`src/hdl/rcfp_pkg.sv`:
```
// ----------------------------------------------------------------------------
// rcfp_pkg
// Shared types, constants and the byte-wide crc-16 step for the rc frame
// parser.
// ----------------------------------------------------------------------------
package rcfp_pkg;

    localparam logic [15:0] CRC_POLY   = 16'h8005;
    localparam logic [15:0] CRC_INIT   = 16'hFFFF;
    localparam logic [7:0]  HDR_MASK   = 8'h3F;
    localparam logic [7:0]  HDR_MATCH  = 8'h2A;
    localparam logic [7:0]  LOST_MASK  = 8'hC0;
    localparam logic [7:0]  LOST_MATCH = 8'h40;

    // byte positions inside the 12-byte frame
    localparam int          STORE_LEN = 11;
    localparam logic [3:0]  POS_FIRST = 4'd1;
    localparam logic [3:0]  POS_CRC   = 4'd3;
    localparam logic [3:0]  POS_LAST  = 4'd11;

    // lqi report modes
    localparam logic [1:0]  LQI_OFF  = 2'd0;
    localparam logic [1:0]  LQI_BYTE = 2'd1;
    localparam logic [1:0]  LQI_ZERO = 2'd2;

    localparam int          TDATA_W = 72;
    localparam int          TUSER_W = 1;

    // stored bytes 0 to 10 and the crc over bytes 3 to 10
    typedef struct packed {
        logic [STORE_LEN-1:0][7:0] bytes;
        logic [15:0]               crc;
    } t_frame;

    function automatic logic [15:0] crc16_byte(input logic [15:0] crc_in,
                                               input logic [7:0]  data);
        logic [15:0] c;
        logic        fb;
        c = crc_in;
        for (int i = 0; i < 8; i++) begin
            fb = c[15] ^ data[7-i];
            c  = {c[14:0], 1'b0};
            if (fb) begin
                c = c ^ CRC_POLY;
            end
        end
        return c;
    endfunction

endpackage

```
`src/hdl/rcfp_collect.sv`:
```
// ----------------------------------------------------------------------------
// rcfp_collect
// Header hunt, byte position tracking, frame byte store and running crc.
// ----------------------------------------------------------------------------
module rcfp_collect (
    input  logic            i_clk,
    input  logic            i_rst_n,
    input  logic            i_byte_fire,
    input  logic [7:0]      i_byte,
    output logic            o_closing,
    output rcfp_pkg::t_frame o_frame
);
    import rcfp_pkg::*;

    logic                      r_in_frame;
    logic [3:0]                r_pos;
    logic [15:0]               r_crc;
    logic [STORE_LEN-1:0][7:0] r_bytes;

    logic                      n_in_frame;
    logic [3:0]                n_pos;
    logic [15:0]               n_crc;
    logic                      hdr_hit;

    assign hdr_hit   = (i_byte & HDR_MASK) == HDR_MATCH;
    assign o_closing = r_in_frame && (r_pos >= POS_LAST);

    always_comb begin
        n_in_frame = r_in_frame;
        n_pos      = r_pos;
        n_crc      = r_crc;
        if (i_byte_fire) begin
            if (!r_in_frame) begin
                if (hdr_hit) begin
                    n_in_frame = 1'b1;
                    n_pos      = POS_FIRST;
                    n_crc      = CRC_INIT;
                end
            end else if (o_closing) begin
                n_in_frame = 1'b0;
                n_pos      = '0;
                n_crc      = CRC_INIT;
            end else begin
                if (r_pos >= POS_CRC) begin
                    n_crc = crc16_byte(r_crc, i_byte);
                end
                n_pos = r_pos + 4'd1;
            end
        end
    end

    always_ff @(posedge i_clk) begin
        if (!i_rst_n) begin
            r_in_frame <= 1'b0;
            r_pos      <= '0;
            r_crc      <= CRC_INIT;
        end else begin
            r_in_frame <= n_in_frame;
            r_pos      <= n_pos;
            r_crc      <= n_crc;
        end
    end

    // byte store, header lands at entry 0, the closing byte is not kept
    always_ff @(posedge i_clk) begin
        if (i_byte_fire) begin
            if (!r_in_frame) begin
                if (hdr_hit) begin
                    r_bytes[0] <= i_byte;
                end
            end else if (!o_closing) begin
                r_bytes[r_pos] <= i_byte;
            end
        end
    end

    assign o_frame.bytes = r_bytes;
    assign o_frame.crc   = r_crc;

    a_pos_idle: assert property (@(posedge i_clk) disable iff (!i_rst_n)
        !r_in_frame |-> (r_pos == '0))
        else $error("byte position not cleared while hunting");

    a_pos_range: assert property (@(posedge i_clk) disable iff (!i_rst_n)
        r_in_frame |-> (r_pos >= POS_FIRST && r_pos <= POS_LAST))
        else $error("byte position out of frame range");

    a_crc_restart: assert property (@(posedge i_clk) disable iff (!i_rst_n)
        (i_byte_fire && o_closing) |=> (r_crc == CRC_INIT && !r_in_frame))
        else $error("crc not restarted after frame close");

endmodule

```
`src/hdl/rcfp_format.sv`:
```
// ----------------------------------------------------------------------------
// rcfp_format
// Crc check, channel and aux unpacking, lqi gating and the result register.
// ----------------------------------------------------------------------------
module rcfp_format (
    input  logic                          i_clk,
    input  logic                          i_rst_n,
    input  logic                          i_close_fire,
    input  rcfp_pkg::t_frame              i_frame,
    input  logic [1:0]                    i_lqi_mode,
    input  logic                          i_m_tready,
    output logic                          o_m_tvalid,
    output logic [rcfp_pkg::TDATA_W-1:0]  o_m_tdata,
    output logic [rcfp_pkg::TUSER_W-1:0]  o_m_tuser
);
    import rcfp_pkg::*;

    logic                 r_valid;
    logic [TDATA_W-1:0]   r_tdata;
    logic [TUSER_W-1:0]   r_tuser;

    logic [TDATA_W-1:0]   n_tdata;
    logic                 crc_ok;
    logic                 lost;
    logic [10:0]          chan_a;
    logic [10:0]          chan_b;
    logic [10:0]          chan_c;
    logic [10:0]          chan_d;
    logic [11:0]          aux;
    logic                 lqi_valid;
    logic [7:0]           lqi_value;
    logic [7:0]           b0, b3, b4, b5, b6, b7, b8, b9, b10;

    assign b0  = i_frame.bytes[0];
    assign b3  = i_frame.bytes[3];
    assign b4  = i_frame.bytes[4];
    assign b5  = i_frame.bytes[5];
    assign b6  = i_frame.bytes[6];
    assign b7  = i_frame.bytes[7];
    assign b8  = i_frame.bytes[8];
    assign b9  = i_frame.bytes[9];
    assign b10 = i_frame.bytes[10];

    // received crc is byte 1 high, byte 2 low
    assign crc_ok = i_frame.crc == {i_frame.bytes[1], i_frame.bytes[2]};
    assign lost   = (b0 & LOST_MASK) == LOST_MATCH;

    always_comb begin
        chan_a    = '0;
        chan_b    = '0;
        chan_c    = '0;
        chan_d    = '0;
        aux       = '0;
        lqi_valid = 1'b0;
        lqi_value = '0;
        if (crc_ok) begin
            if (!lost) begin
                chan_a = {b4[2:0], b3};
                chan_b = {b5[6:0], b4[7:4]};
                chan_c = {b7[2:0], b6};
                chan_d = {b8[6:0], b7[7:4]};
                aux    = {b9, b8[7], b7[3], b5[7], b4[3]};
            end
            case (i_lqi_mode)
                LQI_BYTE: begin
                    lqi_valid = 1'b1;
                    lqi_value = b10;
                end
                LQI_ZERO: begin
                    lqi_valid = 1'b1;
                end
                default: begin
                    lqi_valid = 1'b0;
                end
            endcase
        end
        n_tdata = {6'd0, lqi_value, lqi_valid, aux, chan_d, chan_c, chan_b,
                   chan_a, crc_ok & lost};
    end

    always_ff @(posedge i_clk) begin
        if (!i_rst_n) begin
            r_valid <= 1'b0;
        end else if (i_close_fire) begin
            r_valid <= 1'b1;
        end else if (i_m_tready) begin
            r_valid <= 1'b0;
        end
    end

    always_ff @(posedge i_clk) begin
        if (i_close_fire) begin
            r_tdata <= n_tdata;
            r_tuser <= TUSER_W'(!crc_ok);
        end
    end

    assign o_m_tvalid = r_valid;
    assign o_m_tdata  = r_tdata;
    assign o_m_tuser  = r_tuser;

    a_no_overwrite: assert property (@(posedge i_clk) disable iff (!i_rst_n)
        i_close_fire |-> (!r_valid || i_m_tready))
        else $error("result register overwritten before transaction");

    a_err_clean: assert property (@(posedge i_clk) disable iff (!i_rst_n)
        (r_valid && r_tuser[0]) |-> (r_tdata == '0))
        else $error("payload not zero on crc error");

endmodule

```
`src/hdl/rc_frame_crc16_parser.sv`:
```
// ----------------------------------------------------------------------------
// rc_frame_crc16_parser
// Byte-serial receiver for a 12-byte rc control frame with crc-16 check.
// ----------------------------------------------------------------------------
//  channel   dir  handshake               payload
//  s         in   i_s_tvalid/o_s_tready   rx_byte
//  m         out  o_m_tvalid/i_m_tready   status in tuser, frame fields in tdata
//  cfg       in   i_cfg_valid/o_cfg_ready lqi_mode
//
//  one byte per cycle; the crc step is a single registered byte-wide update
//  the closing byte loads the result register at its accepting edge, the
//  result is valid in the next cycle
//  only the closing byte can stall, and only while a result waits untaken
//  synchronous active-low reset puts the block in header hunt, crc 0xFFFF
//  lqi_mode resets to 0 and is always writable
// ----------------------------------------------------------------------------
module rc_frame_crc16_parser (
    input  logic                          i_clk,
    input  logic                          i_rst_n,
    input  logic                          i_s_tvalid,
    output logic                          o_s_tready,
    input  logic [7:0]                    i_s_tdata,   // rx_byte[7:0]
    output logic                          o_m_tvalid,
    input  logic                          i_m_tready,
    // frame_lost[0], chan_a[11:1], chan_b[22:12], chan_c[33:23],
    // chan_d[44:34], aux_switches[56:45], lqi_valid[57], lqi_value[65:58]
    output logic [rcfp_pkg::TDATA_W-1:0]  o_m_tdata,
    output logic [rcfp_pkg::TUSER_W-1:0]  o_m_tuser,   // status[0]
    input  logic                          i_cfg_valid,
    output logic                          o_cfg_ready,
    input  logic [1:0]                    i_cfg_data   // lqi_mode[1:0]
);
    import rcfp_pkg::*;

    logic       lqi_on;
    logic [1:0] r_lqi_mode_q;
    logic       byte_fire;
    logic       closing;
    logic       close_fire;
    t_frame     frame;

    assign o_cfg_ready = 1'b1;

    always_ff @(posedge i_clk) begin
        if (!i_rst_n) begin
            r_lqi_mode_q <= LQI_OFF;
        end else if (i_cfg_valid) begin
            r_lqi_mode_q <= i_cfg_data;
        end
    end

    // marks a non-default lqi mode, used by the checks below
    assign lqi_on = r_lqi_mode_q != LQI_OFF;

    assign o_s_tready = !(closing && o_m_tvalid && !i_m_tready);
    assign byte_fire  = i_s_tvalid && o_s_tready;
    assign close_fire = byte_fire && closing;

    rcfp_collect u_collect (
        .i_clk       (i_clk),
        .i_rst_n     (i_rst_n),
        .i_byte_fire (byte_fire),
        .i_byte      (i_s_tdata),
        .o_closing   (closing),
        .o_frame     (frame)
    );

    rcfp_format u_format (
        .i_clk        (i_clk),
        .i_rst_n      (i_rst_n),
        .i_close_fire (close_fire),
        .i_frame      (frame),
        .i_lqi_mode   (r_lqi_mode_q),
        .i_m_tready   (i_m_tready),
        .o_m_tvalid   (o_m_tvalid),
        .o_m_tdata    (o_m_tdata),
        .o_m_tuser    (o_m_tuser)
    );

    a_close_result: assert property (@(posedge i_clk) disable iff (!i_rst_n)
        close_fire |=> o_m_tvalid)
        else $error("frame close did not produce a result");

    a_lqi_off: assert property (@(posedge i_clk) disable iff (!i_rst_n)
        (close_fire && !lqi_on) |=> !o_m_tdata[57])
        else $error("lqi reported with lqi mode off");

endmodule
```
`config.mk`:
```
export PLATFORM = sky130hd
export DESIGN_NAME = rc_frame_crc16_parser
export DESIGN_NICKNAME = d
export VERILOG_FILES = /design/src/hdl/rcfp_pkg.sv /design/src/hdl/rcfp_collect.sv /design/src/hdl/rcfp_format.sv /design/src/hdl/rc_frame_crc16_parser.sv
export SDC_FILE = /design/constraint.sdc
export NUM_CORES = 1
export LEC_CHECK = 0
export CORE_MARGIN = 2
export CORE_UTILIZATION = 45
export CTS_CLUSTER_SIZE = 14
export DETAILED_ROUTE_END_ITERATION = 6
export DONT_BUFFER_PORTS = 1
export HOLD_SLACK_MARGIN = 0.02
export SLEW_MARGIN = 30
export SYNTH_ARGS = -nofsm -noshare
export SYNTH_HDL_FRONTEND = slang
export SYNTH_SLANG_ARGS = --single-unit
```
`constraint.sdc`:
```
create_clock -name i_clk -period 10.4 [get_ports i_clk]
set_input_delay 1.04 -clock i_clk [delete_from_list [all_inputs] [get_ports i_clk]]
set_output_delay 1.04 -clock i_clk [all_outputs]
set_load 0.01 [all_outputs]
```
==> results.py, run 1 <==
metrics = {
    "floorplanning": {
        "dieArea_um2": 15560,
        "die_h_um": 124.7,
        "core_area_um2": 14370,
        "start_util": 0.4565,
        "rows": 44,
        "die_width_um": 124.7,
        "pin_count": 91,
    },
    "timing": {
        "finalHoldViolations": 0,
        "slew_headroom": 0.4121,
        "slew_violations": 0,
        "setup_tns_ns": 0,
        "rsz0062_at_grt": "false",
        "fmaxAchievable_mhz": 384.3,
        "finalCriticalPeriod_ns": 2.602,
        "final.period_utilization": 0.2502,
        "finalSetupViolCount": 0,
        "tightest_slew_ns": 0.8819,
        "setup_ws_ns": 7.798,
        "skew_ns": 0.01941,
    },
    "global_routing": {
        "gr-usage-all-layers": 0.1655,
        "grt_start_max_net_pins": 69,
        "grt_pass1_wl_mm": 19.09,
        "antenna_found_initial": 0,
        "first_global_vias": 3209,
        "overflow": 0,
    },
    "synthesis": {
        "ys.flop_type": "edfxtp_1",
        "synth_top_area_frac": 0.6821,
        "ys_seq_elements": 173,
        "yosysSeqAreaShare": 0.7553,
        "synth.avg_cell_area_um2": 15.44,
        "ys_async_sr_fraction": 0,
        "synth_area_leaders": "edfxtp_1 68%, and2_1 7.5%, dfxtp_1 7.3%, xor2_1 3.5%, xnor2_1 1.6%",
        "synth_cell_type_count": 38,
        "ys_warn_count": 0,
        "yosysTopAreaCell": "edfxtp_1",
        "synth-edff-count": 149,
        "syn_inst": 425,
        "syn_area_um2": 6560,
    },
    "detailed_routing": {
        "drt-total-wl_mm": 12.07,
        "vias_per_cell": 5.059,
        "via_count": 3182,
        "wire_per_inst_um": 19.18,
        "dr.pass1.iters": 4,
        "ant_nets": 0,
        "drt_iter0_drc": 352,
        "drc": 0,
    },
    "cells_and_area": {
        "final_common_cell": "edfxtp_1",
        "diodes": 0,
        "num-nets-final": 452,
        "drive_above_1_share": 0.08315,
        "area_growth_pct": 11.10,
        "postLayoutCellArea_um2": 7288,
        "final_cell_mix": "149 x edfxtp_1, 79 x and2_1, 26 x xor2_1",
    },
    "cts": {
        "post_cts_buffers": 0,
        "worstSkewPairLatency_ns": 0.43,
        "clk_pin_slew_worst_paths_ns": 0.06,
        "cts_tree": "yes",
        "cts_root_buf": "clkbuf_16",
        "cts_sinks": 173,
        "cts_buffer_depth": 2,
        "htree_num_levels": 4,
        "hold_buffers": 0,
        "post_cts_resized": 0,
        "numCtsBuffers": 17,
    },
    "power": {
        "p_per_area_nw_per_um2": 183.2,
        "leakage_nw": 2.403,
        "peakVddDrop_uv": 103.1,
    },
    "placed_design": {
        "place_area_um2": 6758,
        "port_buffers": 0,
        "hpwl_mm": 7.570,
        "gp_congestion": 0.8371,
        "post-place-ws_ns": 7.695,
    },
    "setup_path": {
        "worst_setup_path_end_kind": "primary output",
        "worst-path-max-fanout": 6,
        "criticalPathCategory": "reg2out",
        "crit_arrival_ns": 1.56,
        "cp-start-kind": "register",
        "worstPathRequired_ns": 9.36,
    },
    "status": {
        "outcome": "finished clean",
    },
    "min_path": {
        "hp-class": "reg2reg",
    },
    "run": {
        "max-cap-violations": 0,
    },
}
-- per-layer routing --
metal / track usage / vias up / share of wire
met1: 0.2240 / 1577 / 0.45
met5: 0 / - / 0
met2: 0.2591 / 94 / 0.49
met4: 0.05354 / 0 / 0.0033
li1: - / 1509 / -
met3: 0.04854 / 2 / 0.055
-- final cells by class --
| cell class | count | area, µm² |
|---|---|---|
| fillers | 1199 | 7081 |
| flip-flops and latches | 173 | 4955 |
| multi-input cells | 230 | 1515 |
| repair buffers | 3 | 37.54 |
| clock inverters | 12 | 87.58 |
| inverters | 7 | 26.28 |
| well taps | 184 | 230.2 |
| clock buffers | 20 | 436.7 |
-- Yosys cell counts, drive strengths merged (2+ instances only) --
| master | number |
|---|---|
| a21oi | 2 |
| and2 | 79 |
| buf | 13 |
| clkbuf | 7 |
| conb | 2 |
| dfxtp | 24 |
| edfxtp | 149 |
| ha | 5 |
| inv | 7 |
| mux2i | 2 |
| nand2 | 8 |
| nand2b | 3 |
| nand3 | 2 |
| nor2 | 23 |
| nor2b | 4 |
| nor3 | 17 |
| nor3b | 2 |
| nor4 | 4 |
| o211ai | 2 |
| o21ai | 21 |
| xnor2 | 13 |
| xor2 | 26 |
-- cells by family after synthesis --
logic type      Yosys count  share of synthesized area
xor+xnor                 40                    0.05665
simple gates            146                     0.1272
buf+inv                  27                    0.02041
mux                       2                   0.003052
fa+ha+maj                 5                   0.009537
compound gates           30                    0.02670
other cells               2                   0.001145
flops                   173                     0.7553
-- flip-flops by register name (all words and copies together) (netlist names) --
name,count
u_collect.o_frame,82
u_format.o_m_tdata,66
r_lqi_mode_q,2
u_format.o_m_tuser,1
u_collect.r_pos,4
u_collect.r_in_frame,1
u_format.o_m_tvalid,1
u_collect.r_crc,16
-- where the power goes --
| part | switching [mW] | internal [mW] | leakage (nW) |
|---|---|---|---|
| combinational | 0.0114 | 0.0103 | 0.600 |
| clock | 0.258 | 0.307 | 0.252 |
| sequential | 0.000405 | 0.748 | 1.55 |
-- worst max-delay path: stages, from the launching register on --
cell and delay, ns:
dfxtp_1 0.35, ha_1 0.29, o211ai_2 0.29, nand2b_1 0.21
-- worst paths after layout --
path                              startpoint                                    to  slack, ns  cells past startpoint
min          u_collect.o_frame[50]$_DFFE_PP_  u_format.o_m_tdata[11]$_SDFFCE_PP0P_       0.51                      1
max          u_collect.r_pos[0]$_SDFFE_PN0P_                            o_s_tready       7.80                      3
max reg2reg  u_collect.r_pos[0]$_SDFFE_PN0P_  u_format.o_m_tdata[24]$_SDFFCE_PP0P_       7.93                      5
min reg2reg  u_collect.o_frame[50]$_DFFE_PP_  u_format.o_m_tdata[11]$_SDFFCE_PP0P_       0.51                      1
-- metrics by stage --
stage          hold slack, ns    util  power [mW]  instances
2_1_floorplan          0.4826       -      0.7850        430
3_3_place_gp           0.5015  0.4682      0.7846        595
3_5_place_dp           0.5024  0.4703      0.7853        597
4_1_cts                0.5170  0.5068       1.348        629
5_1_grt                0.5363  0.5072       1.379        629
6_report               0.5054  0.5072       1.335        629
Note: power is estimated with default switching activity, not from simulation.
==> inputs of run 2 (changes only) <==
==> constraint.sdc (replaced) <==
create_clock -name i_clk -period 2.4 [get_ports i_clk]
set_input_delay 0.24 -clock i_clk [delete_from_list [all_inputs] [get_ports i_clk]]
set_output_delay 0.24 -clock i_clk [all_outputs]
set_load 0.01 [all_outputs]
==> run 2 against run 1 <==
Global-route usage grew 0.78 points. First-iteration DRC count increased by 14%. Clock power rose to 4.3 times the previous value. Sequential share of layout area is 1.5 points lower. Count of clock-buffer cells in the layout shrank 3. Non-clock buffer count up 15. Register-to-register slack worse by 7.6 ns. Clock skew down 0.010 ns. Wire length increased by 6.6%. Critical path depth rose by 3. Largest cell class unchanged. Largest power group unchanged.
==> results.py, run 2 (synthesis results as in run 1) <==
metrics = {
    "floorplanning": {
        "dieArea_um2": 15560,
        "die_h_um": 124.7,
        "core_area_um2": 14370,
        "rows": 44,
        "start_util": 0.4565,
        "pin_count": 91,
        "die_width_um": 124.7,
    },
    "timing": {
        "finalCriticalPeriod_ns": 2.119,
        "setup_ws_ns": 0.2812,
        "tightest_slew_ns": 0.8527,
        "rsz0062_at_grt": "false",
        "slew_headroom": 0.4297,
        "finalSetupViolCount": 0,
        "fmaxAchievable_mhz": 472.0,
        "final.period_utilization": 0.8828,
        "setup_tns_ns": 0,
        "skew_ns": 0.009054,
        "slew_violations": 0,
        "finalHoldViolations": 0,
    },
    "detailed_routing": {
        "dr.pass1.iters": 4,
        "drt_iter0_drc": 403,
        "drt-total-wl_mm": 12.86,
        "ant_nets": 0,
        "vias_per_cell": 5.050,
        "wire_per_inst_um": 19.94,
        "via_count": 3257,
        "drc": 0,
    },
    "min_path": {
        "hp-class": "in2reg",
        "min_from": "i_m_tready",
        "min_to": "u_format.o_m_tvalid$_SDFFE_PN0P_",
        "min_path_cells": 2,
    },
    "cells_and_area": {
        "final_cell_mix": "149 x edfxtp_1, 79 x and2_1, 26 x xor2_1",
        "postLayoutCellArea_um2": 7457,
        "fill_cells": 1186,
        "drive_above_1_share": 0.09348,
        "area_growth_pct": 13.68,
        "final_common_cell": "edfxtp_1",
        "num-nets-final": 467,
        "largest_reg_flops": 82,
    },
    "setup_path": {
        "reg2reg_slack_ns": 0.28,
        "worstPathRequired_ns": 2.69,
        "crit_arrival_ns": 2.40,
        "rr_startpoint": "u_collect.o_frame[26]$_DFFE_PP_",
        "worst_setup_path_end_kind": "register",
        "worst-r2r-cell-count": 6,
        "cp-start-kind": "register",
        "worst-path-max-fanout": 8,
        "criticalPathCategory": "reg2reg",
        "reg2reg_to": "u_format.o_m_tdata[58]$_SDFFCE_PN0P_",
    },
    "cts": {
        "htree_num_levels": 4,
        "cts_buffer_depth": 2,
        "cts_tree": "yes",
        "cts_root_buf": "clkbuf_16",
        "cts_sinks": 173,
        "post_cts_buffers": 0,
        "worstSkewPairLatency_ns": 0.42,
        "clk_pin_slew_worst_paths_ns": 0.07,
        "numCtsBuffers": 17,
    },
    "global_routing": {
        "antenna_found_initial": 1,
        "gr-usage-all-layers": 0.1733,
        "grt_pass1_wl_mm": 20.02,
        "overflow": 0,
        "first_global_vias": 3295,
        "grt.met1_usage": 0.2478,
        "grt.busiest_layer": "met2",
        "grt_start_max_net_pins": 70,
        "gr-usage-met2": 0.2588,
        "use_met3": 0.04381,
    },
    "placed_design": {
        "gp_congestion": 0.8169,
        "port_buffers": 0,
        "hpwl_mm": 7.309,
        "place_area_um2": 6798,
        "post-place-ws_ns": 0.1978,
    },
    "power": {
        "leakage_nw": 2.453,
        "peakVddDrop_uv": 419.7,
        "p_per_area_nw_per_um2": 782.9,
    },
    "run": {
        "max-cap-violations": 0,
    },
    "status": {
        "outcome": "finished clean",
    },
}
## run 2: cell types whose count changed in the layout (fill, tap and decap cells not counted), sizes merged
| cell | change |
|---|---|
| clkinv | +3 |
| diode | +1 |
| clkbuf | -3 |
| dlygate4sd3 | +13 |
| inv | -1 |
| clkinvlp | +1 |
| buf | +2 |
## run 2: through the flow
| step | hold slack, ns | util | total power [mW] | std cells |
|---|---|---|---|---|
| after floorplan | 0.3389 | - | 3.402 | 430 |
| after global placement | 0.3063 | 0.4731 | 3.405 | 599 |
| after detailed placement | 0.3129 | 0.4731 | 3.405 | 599 |
| after CTS | 0.05270 | 0.5185 | 5.883 | 644 |
| after global routing | 0.07276 | 0.5190 | 6.025 | 645 |
| final | 0.06234 | 0.5190 | 5.838 | 645 |
## run 2: routing by layer
metal | share of wire | up-vias
met5 | 0 | -
met4 | 0.012 | 0
met3 | 0.062 | 11
met2 | 0.47 | 113
met1 | 0.45 | 1597
li1 | - | 1536
## run 2: worst max path at each step
stage                                    startpoint                                    to  slack, ns  depth (start not counted)
detailed placement  u_collect.r_pos[0]$_SDFFE_PN0P_       u_collect.r_crc[9]$_SDFFE_PN1P_       0.20                          6
CTS                 u_collect.r_pos[0]$_SDFFE_PN0P_       u_collect.r_crc[9]$_SDFFE_PN1P_       0.13                          6
floorplan           u_collect.r_pos[0]$_SDFFE_PN0P_       u_format.o_m_tdata[0]$_DFFE_PP_       0.03                          4
finish              u_collect.o_frame[26]$_DFFE_PP_  u_format.o_m_tdata[58]$_SDFFCE_PN0P_       0.28                          6
global route        u_collect.o_frame[26]$_DFFE_PP_  u_format.o_m_tdata[61]$_SDFFCE_PN0P_       0.12                          6
global placement    u_collect.r_pos[0]$_SDFFE_PN0P_       u_collect.r_crc[8]$_SDFFE_PN1P_       0.25                          6
## run 2: report_power, final
part	switching (mW)	total (mW)	internal, mW
Sequential	0.00203	3.24	3.24
Clock	1.13	2.44	1.31
Combinational	0.0896	0.152	0.0624
Total	1.22	5.84	4.62
## run 2: critical path, cell delays in order, from the launching register on
cell	delay, ns
edfxtp_1	0.38
xor2_1	0.15
nor4_1	0.42
nand4_1	0.29
buf_4	0.23
nor2_1	0.31
and2_1	0.20
## run 2: cell type report
class	instances	area, µm²	share of cell area
timing repair buffer	18	192.7	0.02584
sequential	173	4955	0.6644
tap	184	230.2	0.03087
inverter	7	26.28	0.003523
clock inverter	15	96.34	0.01292
antenna	1	2.502	0.0003356
multi-input combinational	230	1529	0.2050
clock buffer	17	425.4	0.05705
## run 2: repair_timing
action,4_1_cts,5_1_grt
hold buffers,13,0
hold endpoints to repair,106,0
setup endpoints to repair,0,3
resized for setup,0,1
